### src/hdl/pdeq_pkg.sv
`timescale 1ns / 1ps
// ----------------------------------------------------------------------------
// pdeq_pkg
// Shared constants and types for the packet delay emulator queue.
// ----------------------------------------------------------------------------
package pdeq_pkg;

    localparam int CAPACITY_DEF    = 32;
    localparam int FLUSH_COUNT_DEF = 16;

    localparam int CMD_W      = 2;
    localparam int TAG_W      = 16;
    localparam int TIME_W     = 32;
    localparam int DELAY_W    = 16;
    localparam int CFG_IDX_W  = 3;
    localparam int CFG_DATA_W = 16;

    localparam logic [CMD_W-1:0] CMD_ARRIVE = 2'd0;
    localparam logic [CMD_W-1:0] CMD_TICK   = 2'd1;
    localparam logic [CMD_W-1:0] CMD_DRAIN  = 2'd2;

    localparam logic [CFG_IDX_W-1:0] REG_DELAY_EN   = 3'd0;
    localparam logic [CFG_IDX_W-1:0] REG_SEL_IN     = 3'd1;
    localparam logic [CFG_IDX_W-1:0] REG_SEL_OUT    = 3'd2;
    localparam logic [CFG_IDX_W-1:0] REG_IN_DELAY   = 3'd3;
    localparam logic [CFG_IDX_W-1:0] REG_OUT_DELAY  = 3'd4;

    localparam logic               DELAY_EN_RST  = 1'b0;
    localparam logic               SEL_IN_RST    = 1'b1;
    localparam logic               SEL_OUT_RST   = 1'b1;
    localparam logic [DELAY_W-1:0] IN_DELAY_RST  = 16'd50;
    localparam logic [DELAY_W-1:0] OUT_DELAY_RST = 16'd50;

    typedef struct packed {
        logic              outbound;
        logic [TAG_W-1:0]  tag;
        logic [TIME_W-1:0] stamp;
    } entry_t;

    localparam int ENTRY_W = 1 + TAG_W + TIME_W;

endpackage

### src/hdl/pdeq_ram.sv
`timescale 1ns / 1ps
// ----------------------------------------------------------------------------
// pdeq_ram
// Simple dual-port RAM, one write and one registered read port.
// ----------------------------------------------------------------------------
module pdeq_ram #(
    parameter int WIDTH = 8,
    parameter int DEPTH = 32
) (
    input  logic                     aclk,
    input  logic                     wr_en,
    input  logic [$clog2(DEPTH)-1:0] wr_addr,
    input  logic [WIDTH-1:0]         wr_data,
    input  logic                     rd_en,
    input  logic [$clog2(DEPTH)-1:0] rd_addr,
    output logic [WIDTH-1:0]         rd_data
);

    logic [WIDTH-1:0] mem [DEPTH];
    logic [WIDTH-1:0] rd_data_reg;

    always_ff @(posedge aclk) begin
        if (wr_en) begin
            mem[wr_addr] <= wr_data;
        end
        if (rd_en) begin
            rd_data_reg <= mem[rd_addr];
        end
    end

    assign rd_data = rd_data_reg;

endmodule

### src/hdl/packet_delay_emulator_queue_top.sv
`timescale 1ns / 1ps
// ----------------------------------------------------------------------------
// packet_delay_emulator_queue_top
// Holds packet tags in an oldest-first store and releases them after a
// per-direction delay, on tick, on overflow flush or on drain.
// Arrive and status-only requests give one result each; no new request is
// taken until it is issued. Tick: a first pass counts the surviving entries,
// a second releases and compacts in place. Drain releases every held entry.
// Output stalls hold results. Reset clears state, fill count and output valid
// and loads the config defaults; RAM contents are not cleared.
// ----------------------------------------------------------------------------
module packet_delay_emulator_queue_top #(
    parameter int CAPACITY    = pdeq_pkg::CAPACITY_DEF,
    parameter int FLUSH_COUNT = pdeq_pkg::FLUSH_COUNT_DEF
) (
    input  logic                            aclk,
    input  logic                            aresetn,

    input  logic                            s_valid,
    output logic                            s_ready,
    input  logic [pdeq_pkg::CMD_W-1:0]      s_command,
    input  logic [pdeq_pkg::TAG_W-1:0]      s_packet_tag,
    input  logic                            s_packet_outbound,
    input  logic [pdeq_pkg::TIME_W-1:0]     s_now_ms,

    output logic                            m_valid,
    input  logic                            m_ready,
    output logic                            m_released,
    output logic [pdeq_pkg::TAG_W-1:0]      m_released_tag,
    output logic                            m_released_outbound,
    output logic                            m_last,
    output logic                            m_still_holding,

    input  logic                            cfg_valid,
    output logic                            cfg_ready,
    input  logic [pdeq_pkg::CFG_IDX_W-1:0]  cfg_index,
    input  logic [pdeq_pkg::CFG_DATA_W-1:0] cfg_data
);

    import pdeq_pkg::*;

    localparam int ADDR_W  = $clog2(CAPACITY);
    localparam int CNT_W   = $clog2(CAPACITY + 1);
    localparam int FLUSH_N = (FLUSH_COUNT < CAPACITY) ? FLUSH_COUNT : CAPACITY;
    localparam logic [CNT_W-1:0] CAP_C   = CNT_W'(CAPACITY);
    localparam logic [CNT_W-1:0] FLUSH_C = CNT_W'(FLUSH_N);

    typedef enum logic [2:0] {
        ST_IDLE,
        ST_ARRIVE,
        ST_STATUS,
        ST_P1_RD,
        ST_P1_EV,
        ST_P2_RD,
        ST_P2_EV
    } state_t;

    state_t             state_reg, state_next;
    logic [CNT_W-1:0]   count_reg, count_next;
    logic [CNT_W-1:0]   final_reg, final_next;
    logic [CNT_W-1:0]   rel_total_reg, rel_total_next;
    logic [CNT_W-1:0]   keep_reg, keep_next;
    logic [CNT_W-1:0]   emit_reg, emit_next;
    logic [ADDR_W-1:0]  src_reg, src_next;
    logic [ADDR_W-1:0]  dst_reg, dst_next;
    logic               flush_reg, flush_next;
    logic               drain_reg, drain_next;

    logic [TAG_W-1:0]   tag_reg;
    logic               dir_reg;
    logic [TIME_W-1:0]  now_reg;

    logic               delay_en_reg, sel_in_reg, sel_out_reg;
    logic [DELAY_W-1:0] in_delay_reg, out_delay_reg;

    logic               m_valid_reg, m_valid_next;
    logic               m_released_reg, m_released_next;
    logic [TAG_W-1:0]   m_tag_reg, m_tag_next;
    logic               m_dir_reg, m_dir_next;
    logic               m_last_reg, m_last_next;
    logic               m_still_reg, m_still_next;

    logic               ram_we, ram_re;
    logic [ADDR_W-1:0]  ram_waddr, ram_raddr;
    entry_t             ram_wdata, ram_rdata;

    logic               in_acc, out_free, src_end, rel, arr_sel;
    logic [TIME_W-1:0]  elapsed;
    logic [DELAY_W-1:0] lim;
    logic [CNT_W-1:0]   keep_inc;

    pdeq_ram #(
        .WIDTH (ENTRY_W),
        .DEPTH (CAPACITY)
    ) u_ram (
        .aclk    (aclk),
        .wr_en   (ram_we),
        .wr_addr (ram_waddr),
        .wr_data (ram_wdata),
        .rd_en   (ram_re),
        .rd_addr (ram_raddr),
        .rd_data (ram_rdata)
    );

    assign s_ready   = (state_reg == ST_IDLE);
    assign cfg_ready = 1'b1;
    assign in_acc    = s_valid && s_ready;
    assign out_free  = !m_valid_reg || m_ready;
    assign src_end   = (CNT_W'(src_reg) + CNT_W'(1)) == count_reg;

    assign arr_sel   = delay_en_reg && (dir_reg ? sel_out_reg : sel_in_reg);

    // release test on the entry just read
    assign lim     = ram_rdata.outbound ? out_delay_reg : in_delay_reg;
    assign elapsed = now_reg - ram_rdata.stamp;
    always_comb begin
        if (drain_reg) begin
            rel = 1'b1;
        end else if (flush_reg) begin
            rel = CNT_W'(src_reg) < FLUSH_C;
        end else begin
            rel = !(delay_en_reg && (ram_rdata.outbound ? sel_out_reg : sel_in_reg))
                  || (elapsed > {{(TIME_W-DELAY_W){1'b0}}, lim});
        end
    end
    assign keep_inc = keep_reg + CNT_W'(!rel);

    always_comb begin
        state_next      = state_reg;
        count_next      = count_reg;
        final_next      = final_reg;
        rel_total_next  = rel_total_reg;
        keep_next       = keep_reg;
        emit_next       = emit_reg;
        src_next        = src_reg;
        dst_next        = dst_reg;
        flush_next      = flush_reg;
        drain_next      = drain_reg;
        m_valid_next    = m_valid_reg && !m_ready;
        m_released_next = m_released_reg;
        m_tag_next      = m_tag_reg;
        m_dir_next      = m_dir_reg;
        m_last_next     = m_last_reg;
        m_still_next    = m_still_reg;
        ram_we          = 1'b0;
        ram_re          = 1'b0;
        ram_waddr       = dst_reg;
        ram_raddr       = src_reg;
        ram_wdata       = ram_rdata;

        unique case (state_reg)
            ST_IDLE: begin
                if (in_acc) begin
                    src_next   = '0;
                    dst_next   = '0;
                    keep_next  = '0;
                    emit_next  = '0;
                    flush_next = 1'b0;
                    drain_next = 1'b0;
                    unique case (s_command)
                        CMD_ARRIVE: state_next = ST_ARRIVE;
                        CMD_TICK: begin
                            state_next = (count_reg == '0) ? ST_STATUS : ST_P1_RD;
                        end
                        CMD_DRAIN: begin
                            drain_next     = 1'b1;
                            final_next     = '0;
                            rel_total_next = count_reg;
                            state_next     = (count_reg == '0) ? ST_STATUS : ST_P2_RD;
                        end
                        default: state_next = ST_STATUS;
                    endcase
                end
            end
            ST_ARRIVE: begin
                if (out_free) begin
                    m_valid_next = 1'b1;
                    m_last_next  = 1'b1;
                    if (arr_sel && (count_reg < CAP_C)) begin
                        ram_we           = 1'b1;
                        ram_waddr        = count_reg[ADDR_W-1:0];
                        ram_wdata.outbound = dir_reg;
                        ram_wdata.tag    = tag_reg;
                        ram_wdata.stamp  = now_reg;
                        count_next       = count_reg + CNT_W'(1);
                        m_released_next  = 1'b0;
                        m_tag_next       = '0;
                        m_dir_next       = 1'b0;
                        m_still_next     = 1'b1;
                    end else begin
                        m_released_next  = 1'b1;
                        m_tag_next       = tag_reg;
                        m_dir_next       = dir_reg;
                        m_still_next     = (count_reg != '0);
                    end
                    state_next = ST_IDLE;
                end
            end
            ST_STATUS: begin
                if (out_free) begin
                    m_valid_next    = 1'b1;
                    m_released_next = 1'b0;
                    m_tag_next      = '0;
                    m_dir_next      = 1'b0;
                    m_last_next     = 1'b1;
                    m_still_next    = (count_reg != '0);
                    state_next      = ST_IDLE;
                end
            end
            ST_P1_RD: begin
                ram_re     = 1'b1;
                state_next = ST_P1_EV;
            end
            ST_P1_EV: begin
                keep_next = keep_inc;
                if (src_end) begin
                    src_next = '0;
                    if (keep_inc == CAP_C) begin
                        flush_next     = 1'b1;
                        final_next     = CAP_C - FLUSH_C;
                        rel_total_next = FLUSH_C;
                        state_next     = ST_P2_RD;
                    end else begin
                        final_next     = keep_inc;
                        rel_total_next = count_reg - keep_inc;
                        state_next     = (keep_inc == count_reg) ? ST_STATUS : ST_P2_RD;
                    end
                end else begin
                    src_next   = src_reg + ADDR_W'(1);
                    state_next = ST_P1_RD;
                end
            end
            ST_P2_RD: begin
                ram_re     = 1'b1;
                state_next = ST_P2_EV;
            end
            ST_P2_EV: begin
                if (!rel || out_free) begin
                    if (rel) begin
                        m_valid_next    = 1'b1;
                        m_released_next = 1'b1;
                        m_tag_next      = ram_rdata.tag;
                        m_dir_next      = ram_rdata.outbound;
                        m_last_next     = (emit_reg + CNT_W'(1)) == rel_total_reg;
                        m_still_next    = (final_reg != '0);
                        emit_next       = emit_reg + CNT_W'(1);
                    end else begin
                        ram_we   = 1'b1;
                        dst_next = dst_reg + ADDR_W'(1);
                    end
                    if (src_end) begin
                        count_next = final_reg;
                        state_next = ST_IDLE;
                    end else begin
                        src_next   = src_reg + ADDR_W'(1);
                        state_next = ST_P2_RD;
                    end
                end
            end
            default: state_next = ST_IDLE;
        endcase
    end

    always_ff @(posedge aclk) begin
        if (in_acc) begin
            tag_reg <= s_packet_tag;
            dir_reg <= s_packet_outbound;
            now_reg <= s_now_ms;
        end
        final_reg      <= final_next;
        rel_total_reg  <= rel_total_next;
        keep_reg       <= keep_next;
        emit_reg       <= emit_next;
        src_reg        <= src_next;
        dst_reg        <= dst_next;
        m_released_reg <= m_released_next;
        m_tag_reg      <= m_tag_next;
        m_dir_reg      <= m_dir_next;
        m_last_reg     <= m_last_next;
        m_still_reg    <= m_still_next;
        if (!aresetn) begin
            state_reg     <= ST_IDLE;
            count_reg     <= '0;
            flush_reg     <= 1'b0;
            drain_reg     <= 1'b0;
            m_valid_reg   <= 1'b0;
            delay_en_reg  <= DELAY_EN_RST;
            sel_in_reg    <= SEL_IN_RST;
            sel_out_reg   <= SEL_OUT_RST;
            in_delay_reg  <= IN_DELAY_RST;
            out_delay_reg <= OUT_DELAY_RST;
        end else begin
            state_reg   <= state_next;
            count_reg   <= count_next;
            flush_reg   <= flush_next;
            drain_reg   <= drain_next;
            m_valid_reg <= m_valid_next;
            if (cfg_valid && cfg_ready) begin
                unique case (cfg_index)
                    REG_DELAY_EN:  delay_en_reg  <= cfg_data[0];
                    REG_SEL_IN:    sel_in_reg    <= cfg_data[0];
                    REG_SEL_OUT:   sel_out_reg   <= cfg_data[0];
                    REG_IN_DELAY:  in_delay_reg  <= cfg_data[DELAY_W-1:0];
                    REG_OUT_DELAY: out_delay_reg <= cfg_data[DELAY_W-1:0];
                    default: ;
                endcase
            end
        end
    end

    assign m_valid             = m_valid_reg;
    assign m_released          = m_released_reg;
    assign m_released_tag      = m_tag_reg;
    assign m_released_outbound = m_dir_reg;
    assign m_last              = m_last_reg;
    assign m_still_holding     = m_still_reg;

endmodule

### config.mk
export PLATFORM = sky130hd
export DESIGN_NAME = packet_delay_emulator_queue_top
export DESIGN_NICKNAME = d
export VERILOG_FILES = /design/src/hdl/pdeq_pkg.sv /design/src/hdl/pdeq_ram.sv /design/src/hdl/packet_delay_emulator_queue_top.sv
export SDC_FILE = /design/constraint.sdc
export NUM_CORES = 2
export LEC_CHECK = 0
export ABC_AREA = 1
export BUFFER_PORTS_ARGS = -buffer_cell sky130_fd_sc_hd__buf_2
export CELL_PAD_IN_SITES_DETAIL_PLACEMENT = 1
export CELL_PAD_IN_SITES_GLOBAL_PLACEMENT = 2
export CORE_ASPECT_RATIO = 1.2
export CORE_MARGIN = 3
export CORE_UTILIZATION = 44
export DETAILED_ROUTE_END_ITERATION = 7
export GPL_ROUTABILITY_DRIVEN = 0
export PLACE_DENSITY_LB_ADDON = 0.25
export SLEW_MARGIN = 20
export SYNTH_ARGS = -nofsm -noshare
export SYNTH_HDL_FRONTEND = slang
export SYNTH_SLANG_ARGS = --single-unit
### constraint.sdc
create_clock -name aclk -period 6.4 [get_ports aclk]
set_input_delay 1.28 -clock aclk [delete_from_list [all_inputs] [get_ports aclk]]
set_output_delay 1.28 -clock aclk [all_outputs]
set_load 0.01 [all_outputs]
* After elaboration in Yosys (flattened, before gate mapping)
Memories as Yosys holds them, arrays and structs flattened. A register that Yosys moved wholly into a read port is not among the register bits.
Index checks and enable logic that the tools add are counted.
W data, S select, Z words.
** Word-level totals
- Flip-flop bits (word level) :: 150
- Latch bits :: 0
- RAM bits :: 1568
- ROM bits :: 0
- Input port bits :: 75
- Output and inout bits :: 23
- Logic and storage cells :: 201
- Memories kept :: 1
** Memory list
- u_ram.mem :: depth 32, width 49, read ports 1, clocked after Yosys merged registers in 1, write ports 1, line pdeq_ram.sv:19 : logic [WIDTH-1:0] mem [DEPTH];
** Operators by class
- $add $sub $neg :: 8
- $mul :: 0
- Divide/modulo/power cells :: 0
- Order comparisons :: 3
- Equality and inequality tests :: 29
- Shifts and indexed selects :: 0
- Mux-type cells :: 94
- Bitwise operators :: 0
- Reduce and logical (&&, ||, !) cells :: 42
** Operator list (count)
- $mux W49 :: 3
- $mux W16 :: 6
- $mux W6 :: 15
- $pmux W6 S2 :: 5
- $pmux W16 S3 :: 1
- $mux W5 :: 9
- $mux W1 :: 36
- $gt A32 B16 Y1 :: 1
- $sub A32 B32 Y32 :: 1
- $mux W3 :: 8
- $reduce_and A4 Y1 :: 6
- $ne A2 B2 Y1 const B :: 10
- $eq A6 B6 Y1 :: 3
- $pmux W3 S6 :: 1
- $pmux W5 S3 :: 1
- $reduce_and A2 Y1 :: 7
- $add A6 B1 Y6 const B :: 2
- $eq A3 B2 Y1 const B :: 4
- $eq A3 B3 Y1 const B :: 4
- $reduce_bool A6 Y1 :: 2
- $add A5 B1 Y5 const B :: 2
- $pmux W5 S2 :: 1
- $reduce_and A5 Y1 :: 2
- $pmux W1 S3 :: 3
- 22 further kinds :: 43

* Depth between registers and ports, before layout
- Word-level depth :: 13
- Gate-level depth with buffers :: 40
- Gate-level depth less buffers :: 40

* Hierarchy
From an unflattened synthesis, not the netlist that was laid out.
** Unflattened totals
- Cell total of the unflattened synthesis :: 6800
- Area total of the unflattened synthesis :: 74890.6 um^2
** By module, submodules not included
- pdeq_ram :: instances 1, cells an instance 5387, area an instance 64720.8 um^2, sequential area each 48556.6 um^2
- packet_delay_emulator_queue_top :: instances 1, cells an instance 1413, area an instance 10169.8 um^2, sequential area each 4033.9 um^2

* Least setup slack after synthesis
No wires, ideal clock.
- Kind :: reg-to-reg
- Start point :: register u_ram.rd_data_reg[0], in the netlist u_ram.rd_data[0] (read register of u_ram.mem)
- End point :: memory u_ram.mem[0][0] (netlist name) (enable)
- Setup time :: 0.456 ns
- Arrival :: 4.998 ns
- Data required time :: 5.944 ns
- Setup slack :: 0.946 ns
- Cell stages (with the launch flop) :: 29
- Buffers on the path :: 0
- Clock period less this slack :: 5.454 ns
- Path through :: edfxtp_1 -> ha_1 -> fa_1 -> inv_1 -> nand2_1 -> nand3_1 -> nand2_1 -> nand2_2 -> xor2_1 -> ha_1 -> nand2_1 -> inv_1 -> nand3_1 -> a31oi_1 -> nor2_1 -> nand2_1 -> nand2_1 -> nand2_1 -> nor2_1 -> nand2_1 -> nor2_1 -> nand2_1 -> nand2_1 -> nand2_2 -> inv_2 -> nand2_4 -> nand2_8 -> nand3_4 -> nor2_1
** Between the ends
- Word-level cells in the longest chain between the ends :: 11
- Elaborated cells between the ends (all ways) :: 12
- Those cells by class :: 1 x add/sub; 1 x order compare; 7 x mux; 3 x reduce/logical
** RTL lines
- from (decl) :: line pdeq_ram.sv:20 : logic [WIDTH-1:0] rd_data_reg;
- $sub A32 B32 Y32 (*) :: line packet_delay_emulator_queue_top.sv:115 : assign elapsed = now_reg - ram_rdata.stamp;
- $gt A32 B16 Y1 (*) :: line packet_delay_emulator_queue_top.sv:123 : || (elapsed > {{(TIME_W-DELAY_W){1'b0}}, lim});
- $logic_or A1 B1 Y1 (*) :: line packet_delay_emulator_queue_top.sv:123
- $mux W1 (*) :: line packet_delay_emulator_queue_top.sv:119 : end else if (flush_reg) begin
- $mux W1 (*) :: line packet_delay_emulator_queue_top.sv:117 : if (drain_reg) begin
- $logic_not A1 Y1 :: line packet_delay_emulator_queue_top.sv:238 : if (!rel || out_free) begin
- $logic_or A1 B1 Y1 :: line packet_delay_emulator_queue_top.sv:238
- $mux W1 (*) :: line packet_delay_emulator_queue_top.sv:238
- $pmux W1 S2 (*) :: line packet_delay_emulator_queue_top.sv:151 : unique case (state_reg)
- $mux W1 (*) :: line pdeq_ram.sv:23 : if (wr_en) begin
- $mux W1 (not written as such) (*) :: line pdeq_ram.sv:24 : mem[wr_addr] <= wr_data;
- to (decl) :: line pdeq_ram.sv:19
Mark *: on every way between the ends. The rest lies on a longest branch, timed or not.

* Final worst setup path
- Start point :: register now_reg[0]
- End point :: register rel_total_reg[5], data pin
** Between the ends
- Word-level cells in the longest chain between the ends :: 11
- Elaborated cells between the ends (all ways) :: 12
- Those cells by class :: 3 x add/sub; 1 x order compare; 1 x eq/ne; 5 x mux; 2 x reduce/logical
** RTL lines
- from (decl) :: line packet_delay_emulator_queue_top.sv:71 : logic [TIME_W-1:0] now_reg;
- from (signal assigned) :: line packet_delay_emulator_queue_top.sv:268 : now_reg <= s_now_ms;
- $sub A32 B32 Y32 (*) :: line packet_delay_emulator_queue_top.sv:115
- $gt A32 B16 Y1 (*) :: line packet_delay_emulator_queue_top.sv:123
- $logic_or A1 B1 Y1 (*) :: line packet_delay_emulator_queue_top.sv:123
- $mux W1 (*) :: line packet_delay_emulator_queue_top.sv:119
- $mux W1 (*) :: line packet_delay_emulator_queue_top.sv:117
- $logic_not A1 Y1 (*) :: line packet_delay_emulator_queue_top.sv:126 : assign keep_inc = keep_reg + CNT_W'(!rel);
- $add A6 B1 Y6 (*) :: line packet_delay_emulator_queue_top.sv:126
- $sub A6 B6 Y6 / $eq A6 B6 Y1 (equally long branches) :: line packet_delay_emulator_queue_top.sv:225, packet_delay_emulator_queue_top.sv:218
- $mux W6 (*) :: line packet_delay_emulator_queue_top.sv:218 : if (keep_inc == CAP_C) begin
- $mux W6 (*) :: line packet_delay_emulator_queue_top.sv:216 : if (src_end) begin
- $pmux W6 S2 (*) :: line packet_delay_emulator_queue_top.sv:151
- named net rel_total_next[5] :: line packet_delay_emulator_queue_top.sv:61 : logic [CNT_W-1:0] rel_total_reg, rel_total_next;
- to (signal assigned) :: line packet_delay_emulator_queue_top.sv:271 : rel_total_reg <= rel_total_next;
- to (decl) :: line packet_delay_emulator_queue_top.sv:61
The timed path passes the listed nets; every way through them passes the cells marked *. The select of a mux whose other input is x is not followed.
A chain may end at the register's enable or synchronous reset.

==> metrics.md <==
| Metric | Value |
|---|---|
| Status | complete, no violations |
| EDFF count, synth | 1720 |
| Die area | 170000 µm² |
| Arr. time, crit path | 5.96 ns |
| Clock Sinks | 1767 |
| Seq/Total Area, Yosys | about 73% |
| Ys Warns | 0 |
| Setup TNS | 0 ns |
| Syn_nets | 6150 |
| Drt total wl | 226000 µm |
| Worst path slowest cell | fa_1 |
| Die height | 451 µm |
| Tmin final | 5.41 ns |
| Most frequent CP cell | nand2_1 |
| Resized Gates After CTS | 0 |
| Final Hold Fails | 0 |
| CP Class | reg -> reg |
| Cts bufs inserted | 180 |
| Leakage power | 27.7 nW |
| Initial antenna violation count | 4 |
| Max cap viols | 0 |
| Post-synthesis simple-gate area fraction | 10.4% |
| Root buf cell | clkbuf_16 |
| Critical Path Source | now_reg[0]$_DFFE_PP_ |
| Required time of the critical path | 6.95 ns |
| Number of nets in the layout | between 6000 and 7000 |
| Endpoint class of the critical path | flip-flop |
| Slew of the pin with the lowest slew margin | around 1.2 ns |
| TritonRoute pass-1 iters | 6 |
| Slew margin rel. | 22.5% |
| Design area | 81900 µm² |
| Via Count | 49290 |
| Synth Area in XOR/XNOR | 0.423% |
| ANT nets after route | 0 |
| Placeable Area | 163000 µm² |
| Setup violators final | 0 |
| Clk Latency, worst-skew pair | 0.83 ns |
| CP bufs+invs | 4 |
| Post-Synth Adder-Cell Area | 1.07% |
| Post-synth top area cell | edfxtp_1 |
| Clock Path Buffers | 3 |
| First-pass GRT wire length | 333000 µm |
| Avg Cell Area, Syn | 12.1 µm² |
| Pwr dens | 415 nW/µm² |
| Max VDD drop | 0.000283 V |
| Antenna diode count | 0 |
| Top delay family on crit path | adder cells |
| CTS tree | done |
| H-tree Lvls | 4 |
| Unrepaired setup endpoints after global routing | no |
| Synth top area share | 71.2% |
| DRC | 0 |
| Placed cell area | between 70000 and 80000 µm² |
| CP max FO | 4 |
| Post-Syn Area | 72500 µm² |
| Max FFs per register | about 1600 |
| Pins over their slew limit | 0 |
| Vias in the first global route | 50642 |
| Remaining global-route overflow | 0 |
| Total GRT Usage | around a quarter |
| Period utilisation layout | about 85% |
| Mux contribution to synthesized area | 0.0570% |
| Largest family of logic cells by synthesized area | compound AO/OA/AOI/OAI gates |
| Site Rows | roughly 160 |
| Starting Density | between 40% and 50% |
| Clk pin slew, worst setup/hold paths | 0.06 ns |
| DR WL/cell | 27.2 µm |
| Worst path max stage delay | 0.43 ns |
| Synth area leaders | edfxtp_1 (71%), o21ai_0 (6.8%), nor2_1 (6.7%) |
| Count of different cell masters after synthesis | between 40 and 50 |
| Largest net degree at the start of global routing | 196 |
| Detailed Place HPWL | 130000 µm |
| Vias per cell | 5.91 |
| Setup bufs post-CTS | 0 |
| Most frequent cells in the layout | edfxtp_1 (1720), nor2_1 (1255), o21ai_0 (963) |
| #FFs+latches synth | 1767 |
| FMAX | around 180 MHz |
| Skew final | around 0.041 ns |
| Die span in x | 377 µm |
| Worst r2r src | now_reg[0]$_DFFE_PP_ |
| Top Ports | 98 |
| Most common cell after layout, fill and taps aside | edfxtp_1 |
| Number of port buffers | 96 |
| Area delta synth->final | 13.0% |
| Cells after Synth | 6014 |
| Primary FF master, synth | edfxtp_1 |
| Cts hold-fix bufs | 0 |
| Hold Crit Class | reg -> reg |
| Initial drt markers | 4403 |
| Synth Area in Compound Gates | between 10% and 20% |
| Critical path launch point type | flip-flop |
| Hold_sp | in_delay_reg[2]$_SDFFE_PN0P_ |
| Layout cell share with drive strength beyond 1 | a little under a tenth |
| Asr flop ratio synth | 0% |
[path summary, 6_finish.rpt]
kind                                                     end  slack [ns]  cells after the start
worst max-delay path              rel_total_reg[5]$_DFFE_PP_        0.99                     35
worst min-delay path            in_delay_reg[2]$_SDFFE_PN0P_        0.46                      2
worst max register to register    rel_total_reg[5]$_DFFE_PP_        0.99                     35
worst min register to register  in_delay_reg[2]$_SDFFE_PN0P_        0.46                      2
[synthesized netlist by cell type, drive strengths merged, types with 14 or more instances]
cell type	count
edfxtp	1720
nor2	1293
o21ai	988
nand2	535
o22ai	398
clkbuf	342
inv	248
o32ai	98
a21oi	87
nand3	68
ha	59
dfxtp	47
buf	28
xor2	26
nand4	14
[worst reg2reg max path, delay by kind of cell (launching register included)]
kind	cells	cell delay (ns)
AO/OA/AOI/OAI	5	0.76
XOR/XNOR	3	0.58
flip-flops	1	0.32
buffers and inverters	4	0.35
AND/OR/NAND/NOR	17	1.40
adder cells (fa/ha/maj)	6	1.72
[metrics by stage]
stage / power [W] / hold WS [ns] / cells / util (%) / setup slack, ns
detailed placement: 0.0240 / 0.456 / 8015 / 46.7 / 1.00
CTS: 0.0342 / 0.465 / 8334 / 50.2 / 0.953
global route: 0.0357 / 0.486 / 8336 / 50.2 / 0.468
floorplan: 0.0201 / 0.424 / 6014 / - / 0.946
global placement: 0.0238 / 0.447 / 8015 / 46.7 / 1.03
finish: 0.0340 / 0.459 / 8336 / 50.2 / 0.990
[final cells by class]
type                    instances  area [µm²]
clock inverters                85         703
repair buffers                241        1970
well taps                    2132        2670
inverters                     253         975
fillers                     16629       81200
clock buffers                 234        4890
flip-flops and latches       1767       52600
multi-input cells            3624       18100
[metal layers]
| metal | share of wire, % | routed length (µm) | GRT usage [%] |
|---|---|---|---|
| met5 | 0 | 0 | 0 |
| met4 | 2.5 | 5730 | 7.42 |
| met3 | 5.2 | 11700 | 2.97 |
| met2 | 50 | 113000 | 45.2 |
| met1 | 42 | 95900 | 35.3 |
[cell families (layout without fill, tap and decap cells)]
logic type / after synthesis / in the layout
and+or+nand+nor: 1934 / 1934
DFF: 1767 / 1767
AOI/OAI and AO/OA: 1589 / 1589
buffers and inverters: 623 / 813
adders and majority gates: 61 / 61
xor gates and xnor gates: 35 / 35
muxes: 4 / 4
other: 1 / 1
[power by group]
part	internal [W]	total [W]	switching [W]
logic	0.00272	0.0103	0.00759
clock network	0.00573	0.0102	0.00445
registers	0.0134	0.0135	0.000161
total	0.0218	0.0340	0.0122
(Power assumes the default switching activity.)
